--- src/sv/ibfp_pkg.sv ---
package ibfp_pkg;

  localparam int unsigned FRAME_BYTES = 30;

  localparam logic [7:0] HDR0 = 8'h20;
  localparam logic [7:0] HDR1 = 8'h40;

  // byte positions counted after the two header bytes
  localparam logic [4:0] PAYLOAD_BYTES = 5'(FRAME_BYTES - 2);
  localparam logic [4:0] CKS_HI_POS    = 5'(FRAME_BYTES - 1);

  localparam logic [15:0] SUM_START = 16'hFFFF - {8'h00, HDR0} - {8'h00, HDR1};

  localparam logic [3:0] ACT_CH_RESET = 4'd14;

  typedef enum logic [1:0] {
    PH_HUNT,
    PH_HDR1,
    PH_DATA
  } parse_phase_e;

  typedef struct packed {
    logic full;
    logic empty;
  } q_stat_t;

endpackage

--- src/sv/ibfp_if.sv ---
interface ibfp_in_if;
  logic       valid;
  logic       ready;
  logic [7:0] rx_byte;

  modport source (output valid, output rx_byte, input ready);
  modport sink (input valid, input rx_byte, output ready);
endinterface

interface ibfp_out_if;
  logic        valid;
  logic        ready;
  logic        frame_ok;
  logic [3:0]  channel_index;
  logic [15:0] channel_value;
  logic        last;

  modport source (output valid, output frame_ok, output channel_index,
                  output channel_value, output last, input ready);
  modport sink (input valid, input frame_ok, input channel_index,
                input channel_value, input last, output ready);
endinterface

interface ibfp_cfg_if;
  logic       valid;
  logic       ready;
  logic [3:0] active_channels;

  modport source (output valid, output active_channels, input ready);
  modport sink (input valid, input active_channels, output ready);
endinterface

--- src/sv/ibus_frame_parser_top.sv ---
// iBUS frame decoder. Serial bytes enter on rx_if, one request per cycle;
// the parser hunts for the 0x20 0x40 header, gathers 28 payload bytes and
// the little-endian checksum, and hands each finished frame to a two-entry
// frame queue. The emitter drains the queue and sends one result per cycle
// while res_if is ready: for a good frame the first active_channels words
// (clamped to 1..MAX_CHANNELS) with last on the final one, for a bad
// checksum a single error result with frame_ok low. Input bytes are taken
// every cycle except the checksum high byte, which waits only while both
// queue entries hold frames not yet sent; a frame has more input bytes than
// results, so with a ready sink the parser never stalls. The user writes
// active_channels through cfg_if while the block is idle; the block does not enforce it.
module ibus_frame_parser_top #(
  parameter int unsigned MAX_CHANNELS = 14
) (
  input  logic        clk_i,
  input  logic        rst_ni,
  ibfp_in_if.sink     rx_if,
  ibfp_out_if.source  res_if,
  ibfp_cfg_if.sink    cfg_if
);
  import ibfp_pkg::*;

  localparam int unsigned QDW = 1 + MAX_CHANNELS * 16;

  logic [3:0]                    act_ch_q;
  logic                          push;
  logic                          push_ok;
  logic [MAX_CHANNELS-1:0][15:0] push_words;
  logic                          pop;
  q_stat_t                       q_stat;
  logic [QDW-1:0]                q_head;
  logic [MAX_CHANNELS-1:0][15:0] head_words;

  assign cfg_if.ready = 1'b1;

  always_ff @(posedge clk_i or negedge rst_ni) begin
    if (!rst_ni) begin
      act_ch_q <= ACT_CH_RESET;
    end else if (cfg_if.valid) begin
      act_ch_q <= cfg_if.active_channels;
    end
  end

  ibfp_front #(
    .MAX_CHANNELS(MAX_CHANNELS)
  ) u_front (
    .clk_i       (clk_i),
    .rst_ni      (rst_ni),
    .rx_if       (rx_if),
    .q_stat_i    (q_stat),
    .push_o      (push),
    .push_ok_o   (push_ok),
    .push_words_o(push_words)
  );

  ibfp_queue #(
    .DW(QDW)
  ) u_queue (
    .clk_i (clk_i),
    .rst_ni(rst_ni),
    .push_i(push),
    .data_i({push_ok, push_words}),
    .pop_i (pop),
    .stat_o(q_stat),
    .data_o(q_head)
  );

  assign head_words = q_head[QDW-2:0];

  ibfp_back #(
    .MAX_CHANNELS(MAX_CHANNELS)
  ) u_back (
    .clk_i      (clk_i),
    .rst_ni     (rst_ni),
    .q_stat_i   (q_stat),
    .job_ok_i   (q_head[QDW-1]),
    .job_words_i(head_words),
    .act_ch_i   (act_ch_q),
    .pop_o      (pop),
    .res_if     (res_if)
  );

  // a finished frame is never pushed into a full queue
  a_no_overflow: assert property (@(posedge clk_i) disable iff (!rst_ni)
    push |-> !q_stat.full)
    else $error("frame pushed into full queue");

  // the emitter only retires a frame that is there
  a_no_underflow: assert property (@(posedge clk_i) disable iff (!rst_ni)
    pop |-> !q_stat.empty)
    else $error("frame popped from empty queue");

  // an error result is a lone, empty result
  a_err_shape: assert property (@(posedge clk_i) disable iff (!rst_ni)
    (res_if.valid && !res_if.frame_ok) |->
      (res_if.last && res_if.channel_index == 4'd0 && res_if.channel_value == 16'd0))
    else $error("malformed error result");

  // channel indexes stay inside the kept channels
  a_idx_range: assert property (@(posedge clk_i) disable iff (!rst_ni)
    (res_if.valid && res_if.frame_ok) |-> (res_if.channel_index < 4'(MAX_CHANNELS)))
    else $error("channel index out of range");

endmodule

--- src/sv/ibfp_front.sv ---
module ibfp_front #(
  parameter int unsigned MAX_CHANNELS = 14
) (
  input  logic                           clk_i,
  input  logic                           rst_ni,
  ibfp_in_if.sink                        rx_if,
  input  ibfp_pkg::q_stat_t              q_stat_i,
  output logic                           push_o,
  output logic                           push_ok_o,
  output logic [MAX_CHANNELS-1:0][15:0]  push_words_o
);
  import ibfp_pkg::*;

  localparam int unsigned IDX_W = (MAX_CHANNELS > 1) ? $clog2(MAX_CHANNELS) : 1;

  parse_phase_e phase_q, phase_d;
  logic [4:0]   cnt_q, cnt_d;
  logic [15:0]  sum_q, sum_d;
  logic [7:0]   cks_lo_q, cks_lo_d;
  logic [MAX_CHANNELS-1:0][15:0] store_q;

  logic             acc;
  logic             at_last;
  logic             store_we;
  logic [3:0]       word_sel;
  logic [IDX_W-1:0] widx;

  // the checksum high byte is held off only while both queue slots are taken
  assign at_last     = (phase_q == PH_DATA) && (cnt_q == CKS_HI_POS);
  assign rx_if.ready = !(at_last && q_stat_i.full);
  assign acc         = rx_if.valid && rx_if.ready;

  assign word_sel = cnt_q[4:1];
  assign widx     = word_sel[IDX_W-1:0];

  always_comb begin
    phase_d = phase_q;
    if (acc) begin
      case (phase_q)
        PH_HUNT: begin
          if (rx_if.rx_byte == HDR0) phase_d = PH_HDR1;
        end
        PH_HDR1: begin
          if (rx_if.rx_byte == HDR1) begin
            phase_d = PH_DATA;
          end else if (rx_if.rx_byte != HDR0) begin
            phase_d = PH_HUNT;
          end
        end
        PH_DATA: begin
          if (at_last) phase_d = PH_HUNT;
        end
        default: phase_d = PH_HUNT;
      endcase
    end
  end

  always_comb begin
    cnt_d    = cnt_q;
    sum_d    = sum_q;
    cks_lo_d = cks_lo_q;
    store_we = 1'b0;
    push_o   = 1'b0;
    if (acc) begin
      case (phase_q)
        PH_HDR1: begin
          if (rx_if.rx_byte == HDR1) begin
            cnt_d = '0;
            sum_d = SUM_START;
          end
        end
        PH_DATA: begin
          if (cnt_q < PAYLOAD_BYTES) begin
            // words past the kept channels only feed the checksum
            store_we = (word_sel < 4'(MAX_CHANNELS));
            sum_d    = sum_q - {8'h00, rx_if.rx_byte};
            cnt_d    = cnt_q + 5'd1;
          end else if (cnt_q == PAYLOAD_BYTES) begin
            cks_lo_d = rx_if.rx_byte;
            cnt_d    = cnt_q + 5'd1;
          end else begin
            push_o = 1'b1;
            cnt_d  = '0;
          end
        end
        default: ;
      endcase
    end
  end

  assign push_ok_o    = ({rx_if.rx_byte, cks_lo_q} == sum_q);
  assign push_words_o = store_q;

  always_ff @(posedge clk_i or negedge rst_ni) begin
    if (!rst_ni) begin
      phase_q  <= PH_HUNT;
      cnt_q    <= '0;
      sum_q    <= SUM_START;
      cks_lo_q <= '0;
    end else begin
      phase_q  <= phase_d;
      cnt_q    <= cnt_d;
      sum_q    <= sum_d;
      cks_lo_q <= cks_lo_d;
    end
  end

  always_ff @(posedge clk_i) begin
    if (store_we) begin
      if (cnt_q[0]) begin
        store_q[widx][15:8] <= rx_if.rx_byte;
      end else begin
        store_q[widx][7:0] <= rx_if.rx_byte;
      end
    end
  end

endmodule

--- src/sv/ibfp_queue.sv ---
module ibfp_queue #(
  parameter int unsigned DW = 1
) (
  input  logic              clk_i,
  input  logic              rst_ni,
  input  logic              push_i,
  input  logic [DW-1:0]     data_i,
  input  logic              pop_i,
  output ibfp_pkg::q_stat_t stat_o,
  output logic [DW-1:0]     data_o
);
  import ibfp_pkg::*;

  localparam int unsigned DEPTH = 2;
  localparam int unsigned PW    = $clog2(DEPTH);
  localparam int unsigned CW    = $clog2(DEPTH + 1);

  logic [DW-1:0] mem_q [DEPTH];
  logic [PW-1:0] wr_q, rd_q;
  logic [CW-1:0] cnt_q;
  logic          do_push, do_pop;

  assign stat_o.full  = (cnt_q == CW'(DEPTH));
  assign stat_o.empty = (cnt_q == '0);
  assign do_push      = push_i && !stat_o.full;
  assign do_pop       = pop_i && !stat_o.empty;
  assign data_o       = mem_q[rd_q];

  always_ff @(posedge clk_i or negedge rst_ni) begin
    if (!rst_ni) begin
      wr_q  <= '0;
      rd_q  <= '0;
      cnt_q <= '0;
    end else begin
      if (do_push) wr_q <= wr_q + PW'(1);
      if (do_pop) rd_q <= rd_q + PW'(1);
      if (do_push && !do_pop) begin
        cnt_q <= cnt_q + CW'(1);
      end else if (do_pop && !do_push) begin
        cnt_q <= cnt_q - CW'(1);
      end
    end
  end

  always_ff @(posedge clk_i) begin
    if (do_push) mem_q[wr_q] <= data_i;
  end

endmodule

--- src/sv/ibfp_back.sv ---
module ibfp_back #(
  parameter int unsigned MAX_CHANNELS = 14
) (
  input  logic                          clk_i,
  input  logic                          rst_ni,
  input  ibfp_pkg::q_stat_t             q_stat_i,
  input  logic                          job_ok_i,
  input  logic [MAX_CHANNELS-1:0][15:0] job_words_i,
  input  logic [3:0]                    act_ch_i,
  output logic                          pop_o,
  ibfp_out_if.source                    res_if
);
  import ibfp_pkg::*;

  localparam int unsigned IDX_W = (MAX_CHANNELS > 1) ? $clog2(MAX_CHANNELS) : 1;

  logic [3:0]       cnt_q;
  logic [3:0]       n_eff;
  logic [IDX_W-1:0] cidx;
  logic             vld_q;
  logic             ok_q;
  logic [3:0]       idx_q;
  logic [15:0]      val_q;
  logic             last_q;
  logic             load;
  logic             last_ch;

  // clamp the channel count into 1..MAX_CHANNELS
  always_comb begin
    if (act_ch_i == 4'd0) begin
      n_eff = 4'd1;
    end else if (act_ch_i > 4'(MAX_CHANNELS)) begin
      n_eff = 4'(MAX_CHANNELS);
    end else begin
      n_eff = act_ch_i;
    end
  end

  assign cidx    = cnt_q[IDX_W-1:0];
  assign load    = !q_stat_i.empty && (!vld_q || res_if.ready);
  assign last_ch = !job_ok_i || (cnt_q == n_eff - 4'd1);
  assign pop_o   = load && last_ch;

  always_ff @(posedge clk_i or negedge rst_ni) begin
    if (!rst_ni) begin
      vld_q <= 1'b0;
      cnt_q <= '0;
    end else begin
      if (load) begin
        vld_q <= 1'b1;
        cnt_q <= last_ch ? 4'd0 : cnt_q + 4'd1;
      end else if (res_if.ready) begin
        vld_q <= 1'b0;
      end
    end
  end

  always_ff @(posedge clk_i) begin
    if (load) begin
      ok_q   <= job_ok_i;
      idx_q  <= job_ok_i ? cnt_q : 4'd0;
      val_q  <= job_ok_i ? job_words_i[cidx] : 16'd0;
      last_q <= last_ch;
    end
  end

  assign res_if.valid         = vld_q;
  assign res_if.frame_ok      = ok_q;
  assign res_if.channel_index = idx_q;
  assign res_if.channel_value = val_q;
  assign res_if.last          = last_q;

endmodule
--- src/flat_wrapper.sv ---
// flat-port wrapper written by rule: the top's interface ports become plain ports
module ibus_frame_parser_top_flat import ibfp_pkg::*;
#(
  parameter int unsigned MAX_CHANNELS = 14
)
  (clk_i, rst_ni, rx_if_valid, rx_if_rx_byte, rx_if_ready, res_if_valid, res_if_frame_ok, res_if_channel_index, res_if_channel_value, res_if_last, res_if_ready, cfg_if_valid, cfg_if_active_channels, cfg_if_ready);
  ibfp_in_if rx_if_i ();
  ibfp_out_if res_if_i ();
  ibfp_cfg_if cfg_if_i ();
  input  logic clk_i;
  input  logic rst_ni;
  input wire logic [$bits(rx_if_i.valid)-1:0] rx_if_valid;
  input wire logic [$bits(rx_if_i.rx_byte)-1:0] rx_if_rx_byte;
  output wire logic [$bits(rx_if_i.ready)-1:0] rx_if_ready;
  output wire logic [$bits(res_if_i.valid)-1:0] res_if_valid;
  output wire logic [$bits(res_if_i.frame_ok)-1:0] res_if_frame_ok;
  output wire logic [$bits(res_if_i.channel_index)-1:0] res_if_channel_index;
  output wire logic [$bits(res_if_i.channel_value)-1:0] res_if_channel_value;
  output wire logic [$bits(res_if_i.last)-1:0] res_if_last;
  input wire logic [$bits(res_if_i.ready)-1:0] res_if_ready;
  input wire logic [$bits(cfg_if_i.valid)-1:0] cfg_if_valid;
  input wire logic [$bits(cfg_if_i.active_channels)-1:0] cfg_if_active_channels;
  output wire logic [$bits(cfg_if_i.ready)-1:0] cfg_if_ready;
  assign rx_if_i.valid = rx_if_valid;
  assign rx_if_i.rx_byte = rx_if_rx_byte;
  assign rx_if_ready = rx_if_i.ready;
  assign res_if_valid = res_if_i.valid;
  assign res_if_frame_ok = res_if_i.frame_ok;
  assign res_if_channel_index = res_if_i.channel_index;
  assign res_if_channel_value = res_if_i.channel_value;
  assign res_if_last = res_if_i.last;
  assign res_if_i.ready = res_if_ready;
  assign cfg_if_i.valid = cfg_if_valid;
  assign cfg_if_i.active_channels = cfg_if_active_channels;
  assign cfg_if_ready = cfg_if_i.ready;
  ibus_frame_parser_top #(.MAX_CHANNELS(MAX_CHANNELS)) u_core (.clk_i(clk_i), .rst_ni(rst_ni), .rx_if(rx_if_i), .res_if(res_if_i), .cfg_if(cfg_if_i));
endmodule
--- config.mk ---
export PLATFORM = sky130hd
export DESIGN_NAME = ibus_frame_parser_top_flat
export DESIGN_NICKNAME = d
export VERILOG_FILES = /design/src/sv/ibfp_pkg.sv /design/src/sv/ibfp_if.sv /design/src/sv/ibus_frame_parser_top.sv /design/src/sv/ibfp_front.sv /design/src/sv/ibfp_queue.sv /design/src/sv/ibfp_back.sv /design/src/flat_wrapper.sv
export SDC_FILE = /design/constraint.sdc
export NUM_CORES = 1
export LEC_CHECK = 0
export ABC_CLOCK_PERIOD_IN_PS = 13700
export BUFFER_PORTS_ARGS = -buffer_cell sky130_fd_sc_hd__buf_4
export CAP_MARGIN = 5
export CORE_ASPECT_RATIO = 0.75
export CORE_MARGIN = 2
export CORE_UTILIZATION = 62
export DETAILED_ROUTE_END_ITERATION = 7
export MAX_ROUTING_LAYER = met4
export PLACE_DENSITY = 0.84
export SYNTH_ARGS = -nofsm -noshare
export SYNTH_HDL_FRONTEND = slang
export SYNTH_SLANG_ARGS = --single-unit
--- constraint.sdc ---
create_clock -name clk_i -period 13.7 [get_ports clk_i]
set_input_delay 1.37 -clock clk_i [delete_from_list [all_inputs] [get_ports clk_i]]
set_output_delay 1.37 -clock clk_i [all_outputs]
set_load 0.02 [all_outputs]
After elaboration in Yosys (flattened, before gate mapping)
Memory sizes are Yosys's and may differ from the RTL's.
Index checks and enable logic that the tools add are counted.
- ROM bits: 0
- bits of input ports: 17
- bits in writable memories: 450
- latch bits: 0
- register bits: 290
- output and inout bits: 25
- memories: 1
- order comparisons: 6
- bitwise logic cells: 1
- shift operators: 0
- multipliers: 0
- eq/ne operators: 15
- reduce and logical (&&, ||, !) cells: 29
- add/subtract/negate cells: 8
- muxes and demuxes: 37
- divide/modulo/power cells: 0
- memory list (memory ; depth ; bits a word ; read ports ; clocked after memory_dff ; write ports ; line ; source):
    u_core.u_queue.mem_q ; 2 ; 225 ; 1 ; 0 ; 1 ; ibfp_queue.sv:18 ; logic [DW-1:0] mem_q [DEPTH];
- operators with widths (cell ; count):
    224-bit bitwise mux ; 2
    224-bit 2-to-1 mux ; 1
    16-bit demux with 4-bit select ; 2
    16-bit binary-select mux with 4-bit select ; 1
    16-bit 2-to-1 mux ; 4
    16-bit one-hot mux with 2 select lines ; 1
    16-bit equality test ; 1
    16-bit by 8-bit subtractor with 16-bit output ; 1
    5-bit 2-to-1 mux ; 3
    2-bit 2-to-1 mux ; 6
    4-bit 2-to-1 mux ; 3
    4-bit AND reduction ; 3
    1-bit 2-to-1 mux ; 11
    5-bit equality test (second input constant) ; 2
    1-bit logical AND ; 10
    4-bit by 5-bit < comparator with 1-bit output (second input constant) ; 2
    5-bit one-hot mux with 2 select lines ; 1
    8-bit by 6-bit equality test with 1-bit output (second input constant) ; 1
    8-bit by 7-bit equality test with 1-bit output (second input constant) ; 1
    8-bit 2-to-1 mux ; 1
    8-bit by 6-bit != test with 1-bit output (second input constant) ; 1
    1-bit zero test ; 7
    2-bit != test (second input constant) ; 3
    2-bit one-hot mux with 3 select lines ; 1
    other kinds (21) ; 27

Logic depth before layout (Yosys ltp)
- word-level depth: 11
- depth in mapped cells: 10
- depth with buffers taken out: 9

By module
Synthesis repeated with hierarchy kept, for this count alone.
- cells, all modules: 1767
- area total of the unflattened synthesis: 30481.7 sq um
- modules (own cells, without submodules) (module ; sequential area each (sq um) ; cells an instance ; instances ; area an instance (sq um)):
    ibfp_queue ; 13613.1 ; 719 ; 1 ; 17000.1
    ibfp_front ; 7519.7 ; 791 ; 1 ; 10291.1
    ibfp_back ; 785.8 ; 247 ; 1 ; 3030.4
    ibus_frame_parser_top ; 103.8 ; 10 ; 1 ; 160.2

Worst setup path before layout
OpenSTA, ideal clock, no wires.
- kind: input to register
- from: in rx_if_valid
- to: mem u_core.u_queue.mem_q[0][0] (netlist name), enable pin
- data arrival time: 11.866 ns
- stages on the path: 3
- setup slack: 0.992 ns
- data required time: 12.859 ns
- cells stage by stage: nand2_1 nor4_1 nor2b_1
- longest elaborated chain between the ends: 5
- RTL lines (what ; line ; source):
    start: declaration ; flat_wrapper.sv:12 ; input wire logic [$bits(rx_if_i.valid)-1:0] rx_if_valid;
    1-bit logical AND ; ibfp_front.sv:31 ; assign acc = rx_if.valid && rx_if.ready;
    1-bit 2-to-1 mux ; ibfp_front.sv:64 ; if (acc) begin
    1-bit logical AND ; ibfp_queue.sv:25 ; assign do_push = push_i && !stat_o.full;
    named net u_core.u_queue.do_push ; ibfp_queue.sv:21 ; logic do_push, do_pop;
    1-bit 2-to-1 mux ; ibfp_queue.sv:46 ; if (do_push) mem_q[wr_q] <= data_i;
    1-bit 2-to-1 mux (not written as such) ; ibfp_queue.sv:46 ;
    end: declaration ; ibfp_queue.sv:18 ;
The timed path passes the listed nets, and every way through them passes these cells.

Worst setup path in the final report
- from: reg u_core.u_front.cnt_q[0]
- to: mem u_core.u_queue.mem_q[0][22] (netlist name), enable pin
- longest elaborated chain between the ends: 9
- elaborated cells on any way between the ends: 14
- those cells by class: order compare (1); eq/ne (2); mux (6); reduce/logical (5)
- RTL lines (what ; line ; source):
    start: declaration ; ibfp_front.sv:17 ; logic [4:0] cnt_q, cnt_d;
    start signal: assignment ; ibfp_front.sv:102 ; cnt_q <= cnt_d;
    branches (longest 5 deep; another with 5-bit < comparator) ; n/a ;
    1-bit 2-to-1 mux * ; ibfp_front.sv:64 ;
    1-bit logical AND * ; ibfp_queue.sv:25 ;
    named net u_core.u_queue.do_push ; ibfp_queue.sv:21 ;
    1-bit 2-to-1 mux * ; ibfp_queue.sv:46 ;
    1-bit 2-to-1 mux (not written as such) * ; ibfp_queue.sv:46 ;
Mark *: on every way through the listed nets, which the timed path passes.

==> results.yml <==
status:
  status: "finished, final reports clean"
timing:
  period_minus_slack_ns: 5.19
  fmax_mhz: 193
  fin_tns_setup_ns: 0
  rsz0062_at_grt: "no"
  hold_slack_ns: 0.441
  finalSetupViolCount: 0
  fin_ws_ns: 8.51
  relSlewSlack_pct: 15.2
  hold_viol_final: 0
  maxSlewViolCount: 0
  worstMarginPinSlew_ns: 1.26
  finalClockSkew_ns: 0.0190
  fin_crit_sh_pct: 37.9
hold_path:
  worstHoldPathCells: 0
  hold_end: "u_core.u_queue.mem_q[1][23]"
  worstHoldStart: "u_core.u_front.push_words_o[23]"
  hold_path_class: "flip-flop to flip-flop"
routing:
  ant_nets: 0
  routedWlPerCell_um: 28.0
  num_vias: 15500
  remaining_drc_errors: 0
  drt_pass1_iterations: 5
  drt_iter0_drc: 2370
  via_per_inst: 6.85
  drt_wl_total_mm: 63.2
floorplanning:
  coreArea_um2: 45900
  num_rows: 68
  start_util_pct: 62.8
  dieArea_um2: 48300
  pin_count: 42
  fp.dieH_um: 191
  dieWidth_um: 253
worst_setup_path:
  path_buf_inv: 3
  worstSetupPathType: "flip-flop to flip-flop"
  cp_top_family: "buffers and inverters"
  rr_worst_depth: 6
  crit_top_cell: "buf_4"
  worstPathCellList: "clkinv_1 -> ha_1 -> nor4_1 -> nor2b_4 -> buf_4 -> buf_4"
  crit_cells: 6
  cp.required_ns: 13.89
  cp_slowest_cell: "buf_4"
  rr_startpoint: "u_core.u_front.cnt_q[0]"
  cp-end-kind: "flip-flop"
  worst_setup_path_start_kind: "flip-flop"
  reg2reg_slack_ns: 8.51
  timing.rr.end: "u_core.u_queue.mem_q[0][22]"
  arrival_ns: 5.38
  crit_fanout: 78
  cpPeakStageDelay_ns: 0.95
global_route:
  grt_pass1_wl_mm: 94.6
  grt_pass1_vias: 15300
  track_usage_pct: 27.8
  antenna_found_initial: 2
  grt_max_degree: 79
  gr-total-overflow: 0
clock_tree:
  clk_path_buf_depth: 3
  cts_tree: "yes"
  post_cts_resized: 0
  cts_root_buf: "clkbuf_16"
  hold_buffers: 0
  cts_num_sinks: 740
  clk_latency_ns: 0.59
  postCtsSetupBuffers: 0
  clkSlewWorstSetupHoldPaths_ns: 0.06
  tritoncts.num_buffers: 67
  htree_levels: 3
yosys:
  netlist_instances: 1587
  syn_nets: 1621
  ys_warn_count: 0
  ys_seq_elements: 740
  async_reset_ff_share_pct: 5.95
  synth_edf_count: 696
  yosysMostFrequentCell: "edfxtp_1"
  yosysSeqAreaShare_pct: 76.4
  mappedNetlistArea_um2: 28800
  ys_top_cells_by_area: "edfxtp_1 (72%), mux4_2 (8.7%), nor3_1 (3.9%)"
  synth_common_cells: "edfxtp_1 (696), nor3_1 (222), mux4_2 (112)"
  synth_top_area_share_pct: 72.5
  yosysTopAreaCell: "edfxtp_1"
  syn_avg_cell_area_um2: 18.2
  yosysUniqueCellTypes: 62
  synth_ff_type: "edfxtp_1"
job:
  maxCapViolations: 0
finish:
  fillers: 2762
  fin_util_pct: 69.5
  drive_gt1_share_pct: 20.5
  syn2layout_area_growth_pct: 10.8
  fin_nets: 1643
place:
  pre_cts_ws_ns: 8.45
  dp_hpwl_mm: 36.3
  portBuffers: 40
  globalplace.congestion: 0.828
pwr:
  irDropWorstVdd_mv: 0.0828
  cellLeakagePower_uw: 0.0101
  cellPowerDensity_nw_per_um2: 139
## sequential cells by signal, indices dropped and copies added (netlist names)
signal and flops:
u_core.u_queue.cnt_q 2, u_core.u_back.res_if.valid 1, u_core.u_back.res_if.channel_value 16, u_core.u_back.res_if.frame_ok 1, u_core.u_queue.rd_q 1, u_core.u_front.sum_q 16, u_core.act_ch_q 4, u_core.u_queue.wr_q 1
u_core.u_back.res_if.last 1, u_core.u_back.res_if.channel_index 4, u_core.u_front.cnt_q 5, u_core.u_front.phase_q 2, u_core.u_back.cidx 4, u_core.u_front.push_words_o 224, u_core.u_front.cks_lo_q 8, u_core.u_queue.mem_q 450
## worst max path at each step
stage / slack, ns / start / to
after floorplan: 0.99 / rx_if_valid / u_core.u_queue.mem_q[0][0]
after global placement: 8.52 / rx_if_valid / u_core.u_queue.mem_q[0][86]
after detailed placement: 8.45 / rx_if_valid / u_core.u_queue.mem_q[0][87]
after CTS: 8.62 / u_core.u_front.cnt_q[0] / u_core.u_queue.mem_q[0][83]
after global routing: 8.24 / u_core.u_front.cnt_q[0] / u_core.u_queue.mem_q[0][22]
final: 8.51 / u_core.u_front.cnt_q[0] / u_core.u_queue.mem_q[0][22]
## layout make-up
type                    count  area, um^2  area share (%)
flip-flops and latches    740       22000            69.0
multi-input cells         695        6260            19.6
clock buffers              93        1880            5.89
well taps                 595         744            2.33
repair buffers             85         648            2.03
clock inverters            28         295           0.925
inverters                  20        75.1           0.235
diodes                      2        5.00          0.0157
## routing by layer
metal	share of wire, %	global-route usage, %
met5	0	-
met4	2.7	9.24
met3	12	6.81
met2	46	40.4
met1	39	39.4
## metrics by stage
step	power (uW)	cells	cell area, um^2
2_1_floorplan	2570	1587	28800
3_3_place_gp	2600	2129	29700
3_5_place_dp	2610	2129	29700
4_1_cts	4440	2250	31900
5_1_grt	4540	2258	31900
6_report	4430	2258	31900
## layout by cell type, fill, tap and decap left out, types with 4 or more instances in the layout
cell type | netlist | routed
bufinv_16 | 0 | 6
dfstp_2 | 17 | 17
a21oi_1 | 23 | 23
ha_1 | 16 | 16
clkbuf_16 | 0 | 71
xor2_1 | 6 | 6
inv_1 | 17 | 17
o31ai_1 | 5 | 5
xnor2_1 | 21 | 21
clkinvlp_4 | 0 | 4
a2bb2oi_1 | 4 | 4
buf_4 | 1 | 80
clkbuf_1 | 106 | 20
mux2_2 | 8 | 8
nand3_1 | 12 | 11
edfxtp_1 | 696 | 696
o22ai_1 | 16 | 16
nor4_1 | 45 | 45
nor2b_1 | 9 | 6
nor2_1 | 13 | 12
nor3_1 | 222 | 221
nand2_1 | 27 | 27
mux4_2 | 112 | 112
o211ai_1 | 4 | 4
nand4_1 | 5 | 5
a22o_1 | 34 | 34
nand2b_1 | 11 | 9
a221oi_1 | 16 | 16
clkinv_1 | 2 | 12
or3_1 | 11 | 11
clkinv_2 | 0 | 6
dfrtp_1 | 27 | 25
and2_1 | 7 | 6
o21ai_0 | 20 | 20
## worst register-to-register path: stages, from the launching register on
cell and delay, ns:
dfrtp_1 0.70, clkinv_1 0.37, ha_1 0.38, nor4_1 0.68, nor2b_4 0.76, buf_4 0.87, buf_4 1.02
## power by group
part / switching, uW / internal, uW / total [uW]
combinational: 71.9 / 36.6 / 108
sequential: 8.76 / 2440 / 2450
clock: 794 / 1080 / 1870
## kinds of logic (layout without fill, tap and decap cells)
group           count (synthesis)  in the layout  synth area share, %
buf+inv                       152            226                 2.05
flops                         740            740                 76.4
fa+ha+maj                      17             17                0.764
simple gates                  381            381                 7.10
xor+xnor                       27             27                0.820
other cells                     1              3               0.0130
compound gates                146            146                 3.70
mux                           123            123                 9.17
(Power assumes the default switching activity.)
